File: config.mk
export PLATFORM = sky130hd
export DESIGN_NAME = i2c_master_byte_engine_unit
export DESIGN_NICKNAME = d
export VERILOG_FILES = /design/src/rtl/i2c_mbe_pkg.sv /design/src/rtl/i2c_master_byte_engine_unit.sv /design/src/rtl/i2c_mbe_seq.sv
export SDC_FILE = /design/constraint.sdc
export NUM_CORES = 1
export LEC_CHECK = 0
export BUFFER_PORTS_ARGS = -buffer_cell sky130_fd_sc_hd__buf_2
export CAP_MARGIN = 30
export CORE_ASPECT_RATIO = 0.6
export CORE_UTILIZATION = 59
export CTS_BUF_LIST = sky130_fd_sc_hd__clkbuf_2
export CTS_CLUSTER_DIAMETER = 30
export DETAILED_ROUTE_END_ITERATION = 10
export PLACE_DENSITY = 0.77
export REMOVE_ABC_BUFFERS = 1
export SKIP_CTS_REPAIR_TIMING = 1
export SYNTH_ARGS = -nofsm -noshare
export SYNTH_HDL_FRONTEND = slang
export SYNTH_SLANG_ARGS = --single-unit
File: constraint.sdc
create_clock -name clk -period 7.7 [get_ports clk]
set_clock_uncertainty 0.15 [all_clocks]
set_input_delay 1.925 -clock clk [delete_from_list [all_inputs] [get_ports clk]]
set_output_delay 1.925 -clock clk [all_outputs]
set_load 0.02 [all_outputs]
File: src/rtl/i2c_mbe_pkg.sv
// ----------------------------------------------------------------------------
// I2C master byte engine - package
// Request and result types, command codes and sequencer constants.
// ----------------------------------------------------------------------------
`timescale 1ns / 1ps
`default_nettype none

package i2c_mbe_pkg;

    localparam logic [2:0] KIND_TICK  = 3'd0;
    localparam logic [2:0] KIND_START = 3'd1;
    localparam logic [2:0] KIND_STOP  = 3'd2;
    localparam logic [2:0] KIND_WRITE = 3'd3;
    localparam logic [2:0] KIND_READ  = 3'd4;

    localparam logic [1:0] OP_START = 2'd0;
    localparam logic [1:0] OP_STOP  = 2'd1;
    localparam logic [1:0] OP_WRITE = 2'd2;
    localparam logic [1:0] OP_READ  = 2'd3;

    localparam logic [1:0] PH_IDLE = 2'd0;
    localparam logic [1:0] PH_ONE  = 2'd1;
    localparam logic [1:0] PH_TWO  = 2'd2;

    localparam logic [3:0]  BITS_PER_BYTE     = 4'd8;
    localparam logic [15:0] HALF_PERIOD_RESET = 16'd4;

    typedef struct packed {
        logic [2:0] kind;
        logic [7:0] data_byte;
        logic       send_ack;
        logic       sda_in;
    } item_t;

    typedef struct packed {
        logic       scl_level;
        logic       scl_drive;
        logic       sda_level;
        logic       sda_drive;
        logic       busy_res;
        logic       done_res;
        logic [7:0] read_byte;
        logic       ack_level;
        logic       cmd_rejected;
    } res_t;

endpackage

`default_nettype wire

File: src/rtl/i2c_master_byte_engine_unit.sv
// ----------------------------------------------------------------------------
// I2C master byte engine - top level
// Command-driven I2C master: start, stop, write byte, read byte, tick.
// ----------------------------------------------------------------------------
// Every accepted request gives exactly one result, held first in the input
// register and then in the result register. One request is taken per clock
// cycle while the result side keeps up; the phase, shift and line state are
// updated together as each request advances, which allows that rate. Ticks
// pace the bus: each bus phase lasts half_period_ticks tick
// requests (a value of 0 acts as 1). A command given while a sequence runs is
// ignored and flagged with cmd_rejected; unknown kinds only report status.
// Write half_period_ticks through cfg_we/cfg_wdata only while the engine is
// idle and no request is in flight.
`timescale 1ns / 1ps
`default_nettype none

module i2c_master_byte_engine_unit
(
    input  wire logic        clk,
    input  wire logic        rst_n,

    input  wire logic        cfg_we,
    input  wire logic [15:0] cfg_wdata,

    input  wire logic        in_valid,
    output logic             in_stall,
    input  wire logic [2:0]  kind,
    input  wire logic [7:0]  data_byte,
    input  wire logic        send_ack,
    input  wire logic        sda_in,

    output logic             out_valid,
    input  wire logic        out_stall,
    output logic             scl_level,
    output logic             scl_drive,
    output logic             sda_level,
    output logic             sda_drive,
    output logic             busy_res,
    output logic             done_res,
    output logic [7:0]       read_byte,
    output logic             ack_level,
    output logic             cmd_rejected
);

    logic               in_vld_reg, in_vld_next;
    i2c_mbe_pkg::item_t item_reg;
    logic               out_vld_reg, out_vld_next;
    i2c_mbe_pkg::res_t  res_reg;
    i2c_mbe_pkg::res_t  res_step;
    logic               advance;
    logic               in_take;

    assign advance  = in_vld_reg && (!out_vld_reg || !out_stall);
    assign in_stall = in_vld_reg && !advance;
    assign in_take  = in_valid && !in_stall;

    assign in_vld_next  = in_take ? 1'b1 : (advance ? 1'b0 : in_vld_reg);
    assign out_vld_next = advance ? 1'b1 : ((out_vld_reg && !out_stall) ? 1'b0 : out_vld_reg);

    i2c_mbe_seq u_seq
    (
        .clk       (clk),
        .rst_n     (rst_n),
        .cfg_we    (cfg_we),
        .cfg_wdata (cfg_wdata),
        .step_en   (advance),
        .item      (item_reg),
        .res       (res_step)
    );

    always_ff @(posedge clk or negedge rst_n)
    begin
        if (!rst_n)
        begin
            in_vld_reg  <= 1'b0;
            out_vld_reg <= 1'b0;
        end
        else
        begin
            in_vld_reg  <= in_vld_next;
            out_vld_reg <= out_vld_next;
        end
    end

    always_ff @(posedge clk)
    begin
        if (in_take)
        begin
            item_reg.kind      <= kind;
            item_reg.data_byte <= data_byte;
            item_reg.send_ack  <= send_ack;
            item_reg.sda_in    <= sda_in;
        end
        if (advance)
            res_reg <= res_step;
    end

    assign out_valid    = out_vld_reg;
    assign scl_level    = res_reg.scl_level;
    assign scl_drive    = res_reg.scl_drive;
    assign sda_level    = res_reg.sda_level;
    assign sda_drive    = res_reg.sda_drive;
    assign busy_res     = res_reg.busy_res;
    assign done_res     = res_reg.done_res;
    assign read_byte    = res_reg.read_byte;
    assign ack_level    = res_reg.ack_level;
    assign cmd_rejected = res_reg.cmd_rejected;

endmodule

`default_nettype wire

File: src/rtl/i2c_mbe_seq.sv
// ----------------------------------------------------------------------------
// I2C master byte engine - bus sequencer
// Phase state, bit shifter and line registers; one request per enabled cycle.
// ----------------------------------------------------------------------------
`timescale 1ns / 1ps
`default_nettype none

module i2c_mbe_seq
(
    input  wire logic               clk,
    input  wire logic               rst_n,
    input  wire logic               cfg_we,
    input  wire logic [15:0]        cfg_wdata,
    input  wire logic               step_en,
    input  wire i2c_mbe_pkg::item_t item,
    output i2c_mbe_pkg::res_t       res
);

    logic [15:0] half_reg;
    logic [1:0]  phase_reg,  phase_next;
    logic [15:0] tick_reg,   tick_next;
    logic [7:0]  shift_reg,  shift_next;
    logic [3:0]  bitcnt_reg, bitcnt_next;
    logic [1:0]  op_reg,     op_next;
    logic        ackch_reg,  ackch_next;
    logic        acksmp_reg, acksmp_next;
    logic        scl_lvl_reg, scl_lvl_next;
    logic        scl_drv_reg, scl_drv_next;
    logic        sda_lvl_reg, sda_lvl_next;
    logic        sda_drv_reg, sda_drv_next;
    logic [7:0]  rdbyte_reg, rdbyte_next;

    logic [15:0] limit;
    logic [15:0] tick_inc;
    logic [3:0]  bit_inc;
    logic        done;
    logic        rejected;

    assign limit    = (half_reg == 16'd0) ? 16'd1 : half_reg;
    assign tick_inc = tick_reg + 16'd1;
    assign bit_inc  = bitcnt_reg + 4'd1;

    always_comb
    begin
        phase_next   = phase_reg;
        tick_next    = tick_reg;
        shift_next   = shift_reg;
        bitcnt_next  = bitcnt_reg;
        op_next      = op_reg;
        ackch_next   = ackch_reg;
        acksmp_next  = acksmp_reg;
        scl_lvl_next = scl_lvl_reg;
        scl_drv_next = scl_drv_reg;
        sda_lvl_next = sda_lvl_reg;
        sda_drv_next = sda_drv_reg;
        rdbyte_next  = rdbyte_reg;
        done         = 1'b0;
        rejected     = 1'b0;

        if (step_en)
        begin
            priority if (item.kind == i2c_mbe_pkg::KIND_TICK)
            begin
                if (phase_reg != i2c_mbe_pkg::PH_IDLE)
                begin
                    tick_next = tick_inc;
                    if (tick_inc >= limit)
                    begin
                        tick_next = 16'd0;
                        unique case (op_reg)
                            i2c_mbe_pkg::OP_START:
                            begin
                                if (phase_reg == i2c_mbe_pkg::PH_ONE)
                                begin
                                    sda_lvl_next = 1'b0;
                                    phase_next   = i2c_mbe_pkg::PH_TWO;
                                end
                                else
                                begin
                                    scl_lvl_next = 1'b0;
                                    done         = 1'b1;
                                end
                            end
                            i2c_mbe_pkg::OP_STOP:
                            begin
                                if (phase_reg == i2c_mbe_pkg::PH_ONE)
                                begin
                                    scl_lvl_next = 1'b1;
                                    phase_next   = i2c_mbe_pkg::PH_TWO;
                                end
                                else
                                begin
                                    sda_lvl_next = 1'b1;
                                    done         = 1'b1;
                                end
                            end
                            i2c_mbe_pkg::OP_WRITE, i2c_mbe_pkg::OP_READ:
                            begin
                                if (phase_reg == i2c_mbe_pkg::PH_ONE)
                                begin
                                    if (bitcnt_reg >= i2c_mbe_pkg::BITS_PER_BYTE)
                                    begin
                                        if (op_reg == i2c_mbe_pkg::OP_WRITE)
                                            acksmp_next = item.sda_in;
                                    end
                                    else if (op_reg == i2c_mbe_pkg::OP_READ)
                                    begin
                                        shift_next = {shift_reg[6:0], item.sda_in};
                                    end
                                    scl_lvl_next = 1'b0;
                                    phase_next   = i2c_mbe_pkg::PH_TWO;
                                end
                                else if (bitcnt_reg >= i2c_mbe_pkg::BITS_PER_BYTE)
                                begin
                                    if (op_reg == i2c_mbe_pkg::OP_WRITE)
                                        sda_drv_next = 1'b1;
                                    done = 1'b1;
                                end
                                else
                                begin
                                    bitcnt_next = bit_inc;
                                    if (op_reg == i2c_mbe_pkg::OP_WRITE)
                                    begin
                                        if (bit_inc < i2c_mbe_pkg::BITS_PER_BYTE)
                                        begin
                                            shift_next   = {shift_reg[6:0], 1'b0};
                                            sda_lvl_next = shift_reg[6];
                                        end
                                        else
                                        begin
                                            sda_lvl_next = 1'b1;
                                            sda_drv_next = 1'b0;
                                        end
                                    end
                                    else if (bit_inc >= i2c_mbe_pkg::BITS_PER_BYTE)
                                    begin
                                        rdbyte_next  = shift_reg;
                                        sda_drv_next = 1'b1;
                                        sda_lvl_next = ~ackch_reg;
                                    end
                                    scl_lvl_next = 1'b1;
                                    phase_next   = i2c_mbe_pkg::PH_ONE;
                                end
                            end
                            default:
                            begin
                                phase_next = phase_reg;
                            end
                        endcase
                        if (done)
                            phase_next = i2c_mbe_pkg::PH_IDLE;
                    end
                end
            end
            else if (item.kind <= i2c_mbe_pkg::KIND_READ)
            begin
                if (phase_reg != i2c_mbe_pkg::PH_IDLE)
                begin
                    rejected = 1'b1;
                end
                else
                begin
                    op_next     = 2'(item.kind - 3'd1);
                    phase_next  = i2c_mbe_pkg::PH_ONE;
                    tick_next   = 16'd0;
                    bitcnt_next = 4'd0;
                    unique case (op_next)
                        i2c_mbe_pkg::OP_START:
                        begin
                            scl_drv_next = 1'b1;
                            sda_drv_next = 1'b1;
                            sda_lvl_next = 1'b1;
                            scl_lvl_next = 1'b1;
                        end
                        i2c_mbe_pkg::OP_STOP:
                        begin
                            sda_lvl_next = 1'b0;
                        end
                        i2c_mbe_pkg::OP_WRITE:
                        begin
                            shift_next   = item.data_byte;
                            sda_lvl_next = item.data_byte[7];
                            scl_lvl_next = 1'b1;
                        end
                        default:
                        begin
                            ackch_next   = item.send_ack;
                            shift_next   = 8'd0;
                            sda_lvl_next = 1'b1;
                            sda_drv_next = 1'b0;
                            scl_lvl_next = 1'b1;
                        end
                    endcase
                end
            end
            else
            begin
                rejected = 1'b0;
            end
        end
    end

    always_ff @(posedge clk or negedge rst_n)
    begin
        if (!rst_n)
        begin
            half_reg    <= i2c_mbe_pkg::HALF_PERIOD_RESET;
            phase_reg   <= i2c_mbe_pkg::PH_IDLE;
            tick_reg    <= 16'd0;
            shift_reg   <= 8'd0;
            bitcnt_reg  <= 4'd0;
            op_reg      <= i2c_mbe_pkg::OP_START;
            ackch_reg   <= 1'b0;
            acksmp_reg  <= 1'b1;
            scl_lvl_reg <= 1'b1;
            scl_drv_reg <= 1'b0;
            sda_lvl_reg <= 1'b1;
            sda_drv_reg <= 1'b0;
            rdbyte_reg  <= 8'd0;
        end
        else
        begin
            if (cfg_we)
                half_reg <= cfg_wdata;
            phase_reg   <= phase_next;
            tick_reg    <= tick_next;
            shift_reg   <= shift_next;
            bitcnt_reg  <= bitcnt_next;
            op_reg      <= op_next;
            ackch_reg   <= ackch_next;
            acksmp_reg  <= acksmp_next;
            scl_lvl_reg <= scl_lvl_next;
            scl_drv_reg <= scl_drv_next;
            sda_lvl_reg <= sda_lvl_next;
            sda_drv_reg <= sda_drv_next;
            rdbyte_reg  <= rdbyte_next;
        end
    end

    always_comb
    begin
        res.scl_level    = scl_lvl_next;
        res.scl_drive    = scl_drv_next;
        res.sda_level    = sda_lvl_next;
        res.sda_drive    = sda_drv_next;
        res.busy_res     = (phase_next != i2c_mbe_pkg::PH_IDLE);
        res.done_res     = done;
        res.read_byte    = rdbyte_next;
        res.ack_level    = acksmp_next;
        res.cmd_rejected = rejected;
    end

endmodule

`default_nettype wire

==> PnR_summary.wiki, run 1 <==
{| class="wikitable"
! Metric !! Value
|-
| GR Overflow Total || 0
|-
| # setup viols final || 0
|-
| R2R cell count || 13
|-
| Critical Path End Type || primary output
|-
| Synth area leader || dfrtp_1
|-
| # rows || 24
|-
| All-Layer GR Usage || approximately 28%
|-
| Initial core utilization || 63.1%
|-
| Worst vdd ir || around 0.13 mV
|-
| Part of the total power dissipated in the clock network || 19.9%
|-
| Number of pins exceeding their max-slew limit in the final report || 0
|-
| Pwr Density || roughly 250 nW/um^2
|-
| Synth top area cells || dfrtp_1 32%, edfxtp_1 18%, ha_1 7.1%
|-
| Worst reg-to-reg setup slack || 3490 ps
|-
| Via count of the first global-routing pass || approximately 3400
|-
| Buffers on Ports || 51
|-
| Largest net degree at the start of global routing || 65
|-
| Part of the power in combinational logic || a little over a quarter
|-
| Overall die width || around 120 microns
|-
| End point of the worst hold path || u_seq.scl_drv_reg$_DFF_PN0_
|-
| Run status || complete, no violations
|-
| Vias per inst || ~6.1
|-
| Unique cell type count in the Yosys netlist || 52
|-
| Drt initial violations || about 440
|-
| Worst Tran Pin Value || 1030 ps
|-
| Post-synthesis cell count || 464
|-
| Post-synth top area share || a little under a third
|-
| Net switching component of the power || around 0.00049 W
|-
| Max Fanout on Critical Path || 3
|-
| Ports placed on the boundary || 52
|-
| Per-instance average area after synthesis || 10.3 sq um
|-
| Hold Path Cell Cnt || 1
|-
| Primary flip-flop cell chosen by synthesis mapping || dfrtp_1
|-
| Total half-perimeter wirelength after legalization and detailed placement || just under 8000 microns
|-
| Router iterations before antenna repair || 5
|-
| Type of the worst setup path || primary input to primary output
|-
| Ant diodes || 0
|-
| Reg2Reg Launch Point || u_seq.tick_reg[0]$_DFFE_PN0P_
|-
| Share of the clock period used by the worst path after layout || between 50% and 60%
|-
| Post-Syn Area || 4760 sq um
|-
| Clock sink count || slightly above 90
|-
| Max-cap violations || 0
|-
| Die outline height || around 72 microns
|-
| Buffer levels on the longest clock path || 2
|-
| Final wirelength || roughly 11000 microns
|-
| Pint || 0.000810 W
|-
| Ratio of cells with drive above 1 in the final layout || between 10% and 20%
|-
| Layout overhead on the synthesized area || 9.20%
|-
| Fmax || between 0.2 and 0.25 GHz
|-
| Final hold viol count || 0
|-
| Insertion delay of the later-clocked pin in the worst-skew pair || around 590 ps
|-
| TritonCTS clock tree || built
|-
| Cell at the root of the clock tree || clkbuf_2
|-
| Startpoint of the lowest-slack hold path || u_seq.scl_drv_reg$_DFF_PN0_
|-
| Fraction of the yosys area taken by sequential cells || a little over half
|-
| Number of antenna violations at the first check in global routing || 0
|-
| Crit start category || primary input
|-
| Crit path required time || 5620 ps
|-
| Register clock-pin slew on the reported worst setup and hold paths || roughly 240 ps
|-
| Leakage component of the power || about 2.3 nW
|-
| Hold slack final || between 300 and 400 ps
|-
| Number of warnings issued by yosys || 0
|-
| Top cell types by occurrence after synthesis || 61 x nand2_1, 60 x dfrtp_1, 43 x o21ai_0
|-
| Worst max-slew margin expressed relative to the limit || just over 30%
|-
| RSZ-0062 raised after global routing || no
|-
| Global-route wire length before repair || 17700 microns
|-
| Remaining routing DRC violations || 0
|-
| Depth of the CTS H-tree || 3
|-
| Last weighted congestion value of the routability-driven placer || roughly 0.84
|-
| Finished Cell Area || ~5200 sq um
|-
| Die Outline Area || roughly 8400 sq um
|-
| Async set or reset register ratio after synthesis || between 60% and 70%
|-
| Number of nets in the layout || 572
|-
| Switching fraction of total power || between 30% and 40%
|-
| Number of buffers created by CTS || 9
|-
| Number of vias in the routed layout || around 3800
|-
| Critical path arrival || around 2300 ps
|-
| FF+latch count, synth || just over 90
|-
| Core box area || around 7500 sq um
|-
| Number of synthesized flops with an enable pin || 29
|-
| Seq pwr share || between 50% and 60%
|-
| Path type of the worst min-delay path || flip-flop to flip-flop
|-
| Wire per inst || 17.4 microns
|-
| Summed negative setup slack over all endpoints || 0 ps
|-
| Cell with the most instances after synthesis || nand2_1
|-
| Final min period || around 4400 ps
|-
| R2r endpoint || read_byte[4]$_DFFE_PP_
|-
| Antenna-violating nets left || 0
|-
| Cell area after placement || 5060 sq um
|}
==> layout make-up <==
type / count / area, sq um
fill: 557 / 2340
sequential: 93 / 2480
inverter: 26 / 97.6
clock buffer: 9 / 45.0
timing repair buffer: 57 / 298
multi-input combinational: 324 / 2070
tap: 104 / 130
clock inverter: 7 / 82.6
==> per-layer routing <==
metal  GRT usage [%]  vias to the layer above  wire, microns
li1                -                     1769              -
met1            43.0                     1796           5160
met2            38.4                      190           4520
met3            6.77                       12           1000
met4            7.12                        0             90
met5               0                        -              0
==> cell usage in the layout, fill, tap and decap left out, types with 7 or more instances in the layout <==
cell type	count
dfrtp_1	60
xnor2_1	8
nand2_1	61
nor3_1	12
a21oi_1	28
a22oi_1	10
mux2_2	13
ha_1	27
nand3_1	17
o211ai_1	7
inv_1	26
buf_2	52
o21ai_0	43
a31oi_1	10
clkbuf_2	9
edfxtp_1	29
nor2_1	20
==> cell families after synthesis <==
group	after synthesis	synth area share, %
and+or+nand+nor	145	14.5
AOI/OAI and AO/OA	124	16.0
DFF	93	52.1
buffers and inverters	47	4.52
adders and majority gates	27	7.10
muxes	15	3.50
xor gates and xnor gates	13	2.39
==> worst max-delay path by stage <==
| stage | cells past startpoint | from | endpoint |
|---|---|---|---|
| final | 4 | out_stall | in_stall |
| after global routing | 13 | u_seq.tick_reg[0]$_DFFE_PN0P_ | read_byte[4]$_DFFE_PP_ |
| after CTS | 4 | out_stall | in_stall |
| after detailed placement | 8 | out_stall | u_seq.tick_reg[14]$_DFFE_PN0P_ |
| after global placement | 8 | out_stall | u_seq.tick_reg[14]$_DFFE_PN0P_ |
| after floorplan | 2 | out_stall | in_stall |
==> power groups by stage <==
stage | clock (W) | combinational, W | sequential, W
3_3_place_gp | 0 | 0.000325 | 0.000689
4_1_cts | 0.000262 | 0.000346 | 0.000684
2_1_floorplan | 0 | 0.000227 | 0.000677
5_1_grt | 0.000281 | 0.000395 | 0.000701
3_5_place_dp | 0 | 0.000343 | 0.000694
6_report | 0.000258 | 0.000351 | 0.000688
==> metrics by stage <==
stage | util, % | cells | total power (W) | setup WS [ps]
after floorplan | - | 443 | 0.000904 | 3460
after global placement | 67.1 | 602 | 0.00101 | 3020
after detailed placement | 67.2 | 603 | 0.00104 | 2950
after CTS | 68.9 | 619 | 0.00129 | 3300
after global routing | 69.0 | 620 | 0.00138 | 3140
final | 69.0 | 620 | 0.00130 | 3300
==> worst max-delay path, cell delays in order <==
cell	delay, ps
buf_2	80
nand3_1	90
inv_1	70
buf_2	150
Power figures use the tool's default switching activity.
==> run 2, diff against run 1 <==
--- a/config.mk
+++ b/config.mk
@@ -5,14 +5,15 @@
 export SDC_FILE = /design/constraint.sdc
 export NUM_CORES = 1
 export LEC_CHECK = 0
+export ABC_AREA = 1
 export BUFFER_PORTS_ARGS = -buffer_cell sky130_fd_sc_hd__buf_2
 export CAP_MARGIN = 30
 export CORE_ASPECT_RATIO = 0.6
-export CORE_UTILIZATION = 59
+export CORE_UTILIZATION = 55
 export CTS_BUF_LIST = sky130_fd_sc_hd__clkbuf_2
 export CTS_CLUSTER_DIAMETER = 30
 export DETAILED_ROUTE_END_ITERATION = 10
-export PLACE_DENSITY = 0.77
+export PLACE_DENSITY = 0.75
 export REMOVE_ABC_BUFFERS = 1
 export SKIP_CTS_REPAIR_TIMING = 1
 export SYNTH_ARGS = -nofsm -noshare
==> constraint.sdc (replaced) <==
create_clock -name clk -period 3.6 [get_ports clk]
set_clock_uncertainty 0.15 [all_clocks]
set_input_delay 0.9 -clock clk [delete_from_list [all_inputs] [get_ports clk]]
set_output_delay 0.9 -clock clk [all_outputs]
set_load 0.02 [all_outputs]
==> PnR_summary.wiki, run 2 <==
{| class="wikitable"
! Metric !! Value
|-
| Run status || complete, no violations
|-
| Critical path arrival || approximately 3700 ps
|-
| Highest-delay cell along the critical path || dfrtp_1
|-
| Xor/xnor share of the synthesized area || around 2.3%
|-
| Worst max-slew margin expressed relative to the limit || about 50%
|-
| Number of pins exceeding their max-slew limit in the final report || 0
|-
| # rows || 26
|-
| Number of vias in the routed layout || just under 4000
|-
| Total half-perimeter wirelength after legalization and detailed placement || roughly 8500 microns
|-
| Number of warnings issued by yosys || 0
|-
| GR Overflow Total || 0
|-
| Leakage component of the power || roughly 2.7 nW
|-
| Unique cell type count in the Yosys netlist || 42
|-
| Path type of the worst min-delay path || primary input to async pin
|-
| Number of buffers and inverters on the critical path || 2
|-
| Commonest cells after routing, fill and taps aside || 117 x nand2_1, 86 x inv_1, 59 x dfrtp_1
|-
| Buffers on Ports || 51
|-
| Async set or reset register ratio after synthesis || roughly 69%
|-
| Clock sink count || 93
|-
| Depth of the CTS H-tree || 3
|-
| Post-synthesis cell count || 550
|-
| Final min period || around 3300 ps
|-
| Crit path required time || ~4000 ps
|-
| Global-route wire length before repair || roughly 18000 microns
|-
| Crit start category || flip-flop
|-
| TritonCTS clock tree || built
|-
| Share of the clock period used by the worst path after layout || 92.2%
|-
| Register clock-pin slew on the reported worst setup and hold paths || 280 ps
|-
| Area share of fa/ha/maj cells after synthesis || 6.81%
|-
| Via count of the first global-routing pass || 3582
|-
| Pwr Density || around 470 nW/um^2
|-
| Synth top area cells || dfrtp_1 30%, edfxtp_1 18%, nand2_1 8.8%
|-
| Vias per inst || 5.48
|-
| Core box area || around 8600 sq um
|-
| Fraction of the mapped netlist area in compound gates || ~10%
|-
| Critical Path End Type || flip-flop
|-
| Primary flip-flop cell chosen by synthesis mapping || dfrtp_1
|-
| # setup viols final || 0
|-
| Number of synthesized flops with an enable pin || 29
|-
| Initial core utilization || a little under three fifths
|-
| Number of nets in the layout || ~670
|-
| Fmax || 0.301 GHz
|-
| Drt initial violations || ~470
|-
| Post-Syn Area || a little under 5000 sq um
|-
| Largest net degree at the start of global routing || 33
|-
| Final wirelength || between 10000 and 15000 microns
|-
| Antenna-violating nets left || 0
|-
| Proportion of synthesized area in mux cells || 0.227%
|-
| Hold slack final || between 150 and 200 ps
|-
| Layout overhead on the synthesized area || 10.8%
|-
| Remaining routing DRC violations || 0
|-
| Overall die width || ~120 microns
|-
| Type of the worst setup path || flip-flop to flip-flop
|-
| Delay contributed by the slowest stage of the critical path || ~480 ps
|-
| Most common library cell in the layout ignoring fill and taps || nand2_1
|-
| Number of antenna violations at the first check in global routing || 0
|-
| Last weighted congestion value of the routability-driven placer || just over 0.9
|-
| Router iterations before antenna repair || 5
|-
| Post-synthesis simple-gate area fraction || ~23%
|-
| Ratio of cells with drive above 1 in the final layout || 20.3%
|-
| Post-synth top area share || just over 30%
|-
| Final hold viol count || 0
|-
| Max-cap violations || 0
|-
| All-Layer GR Usage || around a quarter
|-
| Cell at the root of the clock tree || clkbuf_2
|-
| Number of buffers created by CTS || 9
|-
| Insertion delay of the later-clocked pin in the worst-skew pair || 580 ps
|-
| Die Outline Area || 9420 sq um
|-
| Cell with the most instances after synthesis || nand2_1
|-
| Fraction of the yosys area taken by sequential cells || about half
|-
| Ports placed on the boundary || 52
|-
| Wire per inst || between 15 and 20 microns
|-
| Top delay family on crit path || simple AND/OR/NAND/NOR gates
|-
| Buffer levels on the longest clock path || 2
|-
| Ant diodes || 0
|-
| Largest family of logic cells by synthesized area || simple AND/OR/NAND/NOR gates
|-
| Die outline height || about 76 microns
|-
| Synth area leader || dfrtp_1
|-
| FF+latch count, synth || just over 90
|-
| Per-instance average area after synthesis || around 9 sq um
|-
| Util after Layout || 63.8%
|-
| Worst vdd ir || 0.289 mV
|-
| Top cell types by occurrence after synthesis || 117 x nand2_1, 86 x inv_1, 60 x dfrtp_1
|-
| Worst Tran Pin Value || between 700 and 800 ps
|-
| Max Fanout on Critical Path || 8
|-
| Critical Path, Cell by Cell || inv_1 -> nor2_2 -> nand2_2 -> nor2_4 -> nand3_2 -> nor2_2 -> xor2_2 -> ha_1 -> a21oi_1 -> o21ai_0 -> nor2_4 -> nand4_2 -> inv_2 -> nand2_2 -> o21ai_0
|}
-- run 2: worst paths after layout --
check	from	endpoint	slack, ps	depth (start not counted)
worst max-delay path	u_seq.tick_reg[2]$_DFFE_PN0P_	u_seq.tick_reg[12]$_DFFE_PN0P_	280	15
worst min-delay path	rst_n	u_seq.tick_reg[7]$_DFFE_PN0P_	180	1
worst max register to register	u_seq.tick_reg[2]$_DFFE_PN0P_	u_seq.tick_reg[12]$_DFFE_PN0P_	280	15
worst min register to register	u_seq.scl_drv_reg$_DFF_PN0_	u_seq.scl_drv_reg$_DFF_PN0_	350	1
max in group asynchronous	rst_n	u_seq.sda_drv_reg$_DFF_PN0_	2370	2
min in group clk	data_byte[1]	item_reg[3]$_DFFE_PP_	340	1
-- run 2: power by group --
part,internal [W],switching [W],total (W)
Combinational,0.000196,0.000437,0.000633
Sequential,0.00126,0.000121,0.00138
Clock,0.000232,0.000368,0.000601
-- run 2: cells by family (layout without fill, tap and decap cells) --
group / after synthesis / after routing
flops: 93 / 93
buf+inv: 103 / 165
compound gates: 84 / 84
mux: 1 / 1
simple gates: 230 / 230
fa+ha+maj: 27 / 27
xor+xnor: 12 / 12
-- run 2: layout make-up --
| type | instances | area, sq um |
|---|---|---|
| well taps | 112 | 140 |
| clock inverters | 7 | 97.6 |
| multi-input cells | 354 | 2090 |
| repair buffers | 58 | 308 |
| inverters | 91 | 342 |
| clock buffers | 9 | 45.0 |
| fillers | 716 | 3120 |
| flip-flops and latches | 93 | 2480 |
-- run 2: per-stage QoR --
stage	std cells	worst slack [ps]	area (sq um)	TNS (ps)	total power [W]
after detailed placement	708	248	5350	0	0.00201
after floorplan	538	635	4900	0	0.00177
after CTS	724	166	5490	0	0.00260
final	724	279	5500	0	0.00261
after global placement	708	374	5350	0	0.00198
after global routing	724	-3.15	5500	-3.15	0.00274
-- run 2: worst register-to-register path, cell delays in order, from the launching register on --
cell	delay, ps
dfrtp_1	480
inv_1	100
nor2_2	230
nand2_2	140
nor2_4	120
nand3_2	90
nor2_2	140
xor2_2	170
ha_1	280
a21oi_1	150
o21ai_0	150
nor2_4	200
nand4_2	230
inv_2	220
nand2_2	160
o21ai_0	230
-- run 2: layer usage --
layer  vias up  wire length, microns  global-route usage (%)
met5         -                     0                       0
met3        10                  1090                    7.65
met2       183                  4390                    34.1
met4         0                    81                    5.62
met1      1857                  5640                    38.6
li1       1919                     -                       -
==> run 3, diff against run 2 <==
--- a/config.mk
+++ b/config.mk
@@ -6,13 +6,13 @@
 export NUM_CORES = 1
 export LEC_CHECK = 0
 export ABC_AREA = 1
-export BUFFER_PORTS_ARGS = -buffer_cell sky130_fd_sc_hd__buf_2
 export CAP_MARGIN = 30
 export CORE_ASPECT_RATIO = 0.6
-export CORE_UTILIZATION = 55
+export CORE_UTILIZATION = 59
 export CTS_BUF_LIST = sky130_fd_sc_hd__clkbuf_2
 export CTS_CLUSTER_DIAMETER = 30
 export DETAILED_ROUTE_END_ITERATION = 10
+export DONT_BUFFER_PORTS = 1
 export PLACE_DENSITY = 0.75
 export REMOVE_ABC_BUFFERS = 1
 export SKIP_CTS_REPAIR_TIMING = 1
==> PnR_summary.wiki, run 3 (synthesis gave the netlist of run 2 again) <==
{| class="wikitable"
! Metric !! Value
|-
| Die Outline Area || about 9000 sq um
|-
| Worst Tran Pin Value || around 540 ps
|-
| Number of antenna violations at the first check in global routing || 0
|-
| All-Layer GR Usage || around a quarter
|-
| Number of nets in the layout || about 620
|-
| Global-route wire length before repair || approximately 17000 microns
|-
| Total Power || 0.00255 W
|-
| Drt initial violations || 319
|-
| Path type of the worst min-delay path || primary input to flip-flop
|-
| Final min period || ~3400 ps
|-
| Critical path arrival || about 3600 ps
|-
| End point of the worst hold path || u_seq.half_reg[2]$_DFFE_PN1P_
|-
| Register clock-pin slew on the reported worst setup and hold paths || approximately 240 ps
|-
| Ports placed on the boundary || 52
|-
| Number of buffers created by CTS || 9
|-
| Worst setup slack before clock tree synthesis || approximately 200 ps
|-
| Worst vdd ir || about 0.30 mV
|-
| Part of the total power dissipated in the clock network || a little under a quarter
|-
| R2r endpoint || busy_res$_DFFE_PP_
|-
| Number of vias in the routed layout || 3790
|-
| Max Fanout on Critical Path || 5
|-
| Depth of the CTS H-tree || 3
|-
| Worst reg-to-reg setup slack || 170 ps
|-
| Buffer levels on the longest clock path || 2
|-
| Crit start category || flip-flop
|-
| # setup viols final || 0
|-
| Antenna-violating nets left || 0
|-
| Non-filler cells, final || between 600 and 700
|-
| Number of pins exceeding their max-slew limit in the final report || 0
|-
| Pint || about 0.0017 W
|-
| Leakage component of the power || about 2.5 nW
|-
| Hold slack final || around 220 ps
|-
| Remaining routing DRC violations || 0
|-
| Net switching component of the power || between 0.0008 and 0.0009 W
|-
| Crit path required time || 3790 ps
|-
| Last weighted congestion value of the routability-driven placer || approximately 0.91
|-
| Finished Cell Area || between 5000 and 6000 sq um
|-
| Final hold viol count || 0
|-
| Initial core utilization || between 60% and 70%
|-
| Total of fill cells in the finished design || ~690
|-
| Cell area after placement || slightly above 5000 sq um
|-
| # rows || 25
|-
| Hold Path Cell Cnt || 1
|-
| Total half-perimeter wirelength after legalization and detailed placement || 7970 microns
|-
| Seq pwr share || between 50 and 60%
|-
| Final wirelength || about 11000 microns
|-
| Buffers on Ports || 0
|-
| Fmax || between 0.2 and 0.3 GHz
|-
| Die outline height || between 70 and 80 microns
|-
| Ant diodes || 0
|-
| Core box area || 8010 sq um
|-
| Commonest cells after routing, fill and taps aside || 117 x nand2_1, 86 x inv_1, 60 x dfrtp_1
|-
| Worst-case setup margin in the final layout || around 170 ps
|-
| Type of the worst setup path || flip-flop to flip-flop
|-
| Reg2Reg Launch Point || u_seq.tick_reg[0]$_DFFE_PN0P_
|-
| TritonCTS clock tree || built
|-
| Cell at the root of the clock tree || clkbuf_2
|-
| Overall die width || roughly 120 microns
|-
| Worst max-slew margin expressed relative to the limit || between 60% and 70%
|-
| Largest net degree at the start of global routing || 65
|-
| Switching fraction of total power || 34.9%
|-
| Layout overhead on the synthesized area || 5.90%
|-
| Pwr Density || about 490 nW/um^2
|-
| Ratio of cells with drive above 1 in the final layout || roughly 13%
|-
| Startpoint of the lowest-slack hold path || cfg_we
|-
| Placed cell count || between 600 and 700
|-
| R2R cell count || 18
|-
| Router iterations before antenna repair || 5
|-
| Max-cap violations || 0
|-
| Part of the power in combinational logic || between 20% and 30%
|-
| Via count of the first global-routing pass || between 3000 and 4000
|-
| Insertion delay of the later-clocked pin in the worst-skew pair || a little under 600 ps
|-
| Share of the clock period used by the worst path after layout || a little over nine tenths
|-
| Most common library cell in the layout ignoring fill and taps || nand2_1
|-
| Critical Path End Type || flip-flop
|-
| Vias per inst || ~5.7
|-
| Clock sink count || 93
|-
| GR Overflow Total || 0
|-
| Run status || complete, no violations
|-
| Wire per inst || about 16 microns
|}
## run 3: cell count changes in the layout (fill, tap and decap cells not counted), moves of 2 or more
cell      change
buf_2        -51
buf_4         -2
clkinv_2      +2
clkinv_4      -2
## run 3: critical path, stage by stage (launching register included)
cell     delay (ps)
dfrtp_1         470
ha_1            250
nand4_1         230
nor2_2          210
nand2_1         120
nor2_1          140
xor2_1          110
ha_1            280
nand2_1          60
inv_1            60
nand3_2         110
nor2_4          170
nand3_4         110
nand4_2         190
nand2_1         130
inv_1            80
nor2_1           50
nor2_1          160
nand2_1         120
## run 3: cell type report
class	instances	area, sq um	area share [%]
timing repair buffer	7	75.1	1.43
clock inverter	6	86.3	1.64
tap	108	135	2.57
inverter	91	342	6.50
sequential	93	2480	47.1
clock buffer	10	50.0	0.952
multi-input combinational	354	2090	39.8
## run 3: worst max path at each step
stage,start,to,depth (start not counted)
3_3_place_gp,u_seq.tick_reg[0]$_DFFE_PN0P_,read_byte[2]$_DFFE_PP_,18
5_1_grt,u_seq.tick_reg[0]$_DFFE_PN0P_,busy_res$_DFFE_PP_,18
2_1_floorplan,u_seq.tick_reg[0]$_DFFE_PN0P_,busy_res$_DFFE_PP_,18
6_report,u_seq.tick_reg[0]$_DFFE_PN0P_,busy_res$_DFFE_PP_,18
4_1_cts,u_seq.tick_reg[0]$_DFFE_PN0P_,read_byte[3]$_DFFE_PP_,18
3_5_place_dp,u_seq.tick_reg[0]$_DFFE_PN0P_,read_byte[3]$_DFFE_PP_,18
## run 3: metrics by stage
step	TNS, ps	utilization (%)
4_1_cts	0	65.1
3_5_place_dp	0	63.4
6_report	0	65.6
3_3_place_gp	0	63.4
2_1_floorplan	0	-
5_1_grt	-15.1	65.6
## run 3: power groups by stage
stage | registers [W] | logic (W) | clock network [W]
after floorplan | 0.00139 | 0.000388 | 0
after global placement | 0.00142 | 0.000496 | 0
after detailed placement | 0.00143 | 0.000512 | 0
after CTS | 0.00141 | 0.000515 | 0.000603
after global routing | 0.00143 | 0.000616 | 0.000638
final | 0.00141 | 0.000544 | 0.000591
## run 3: per-layer routing
metal | wire length (microns) | share of wire, % | vias up | GRT usage [%]
li1 | - | - | 1816 | -
met1 | 5380 | 49 | 1778 | 41.5
met2 | 4190 | 39 | 177 | 33.7
met3 | 1150 | 11 | 19 | 9.61
met4 | 145 | 1.3 | 0 | 6.58
met5 | 0 | 0 | - | 0
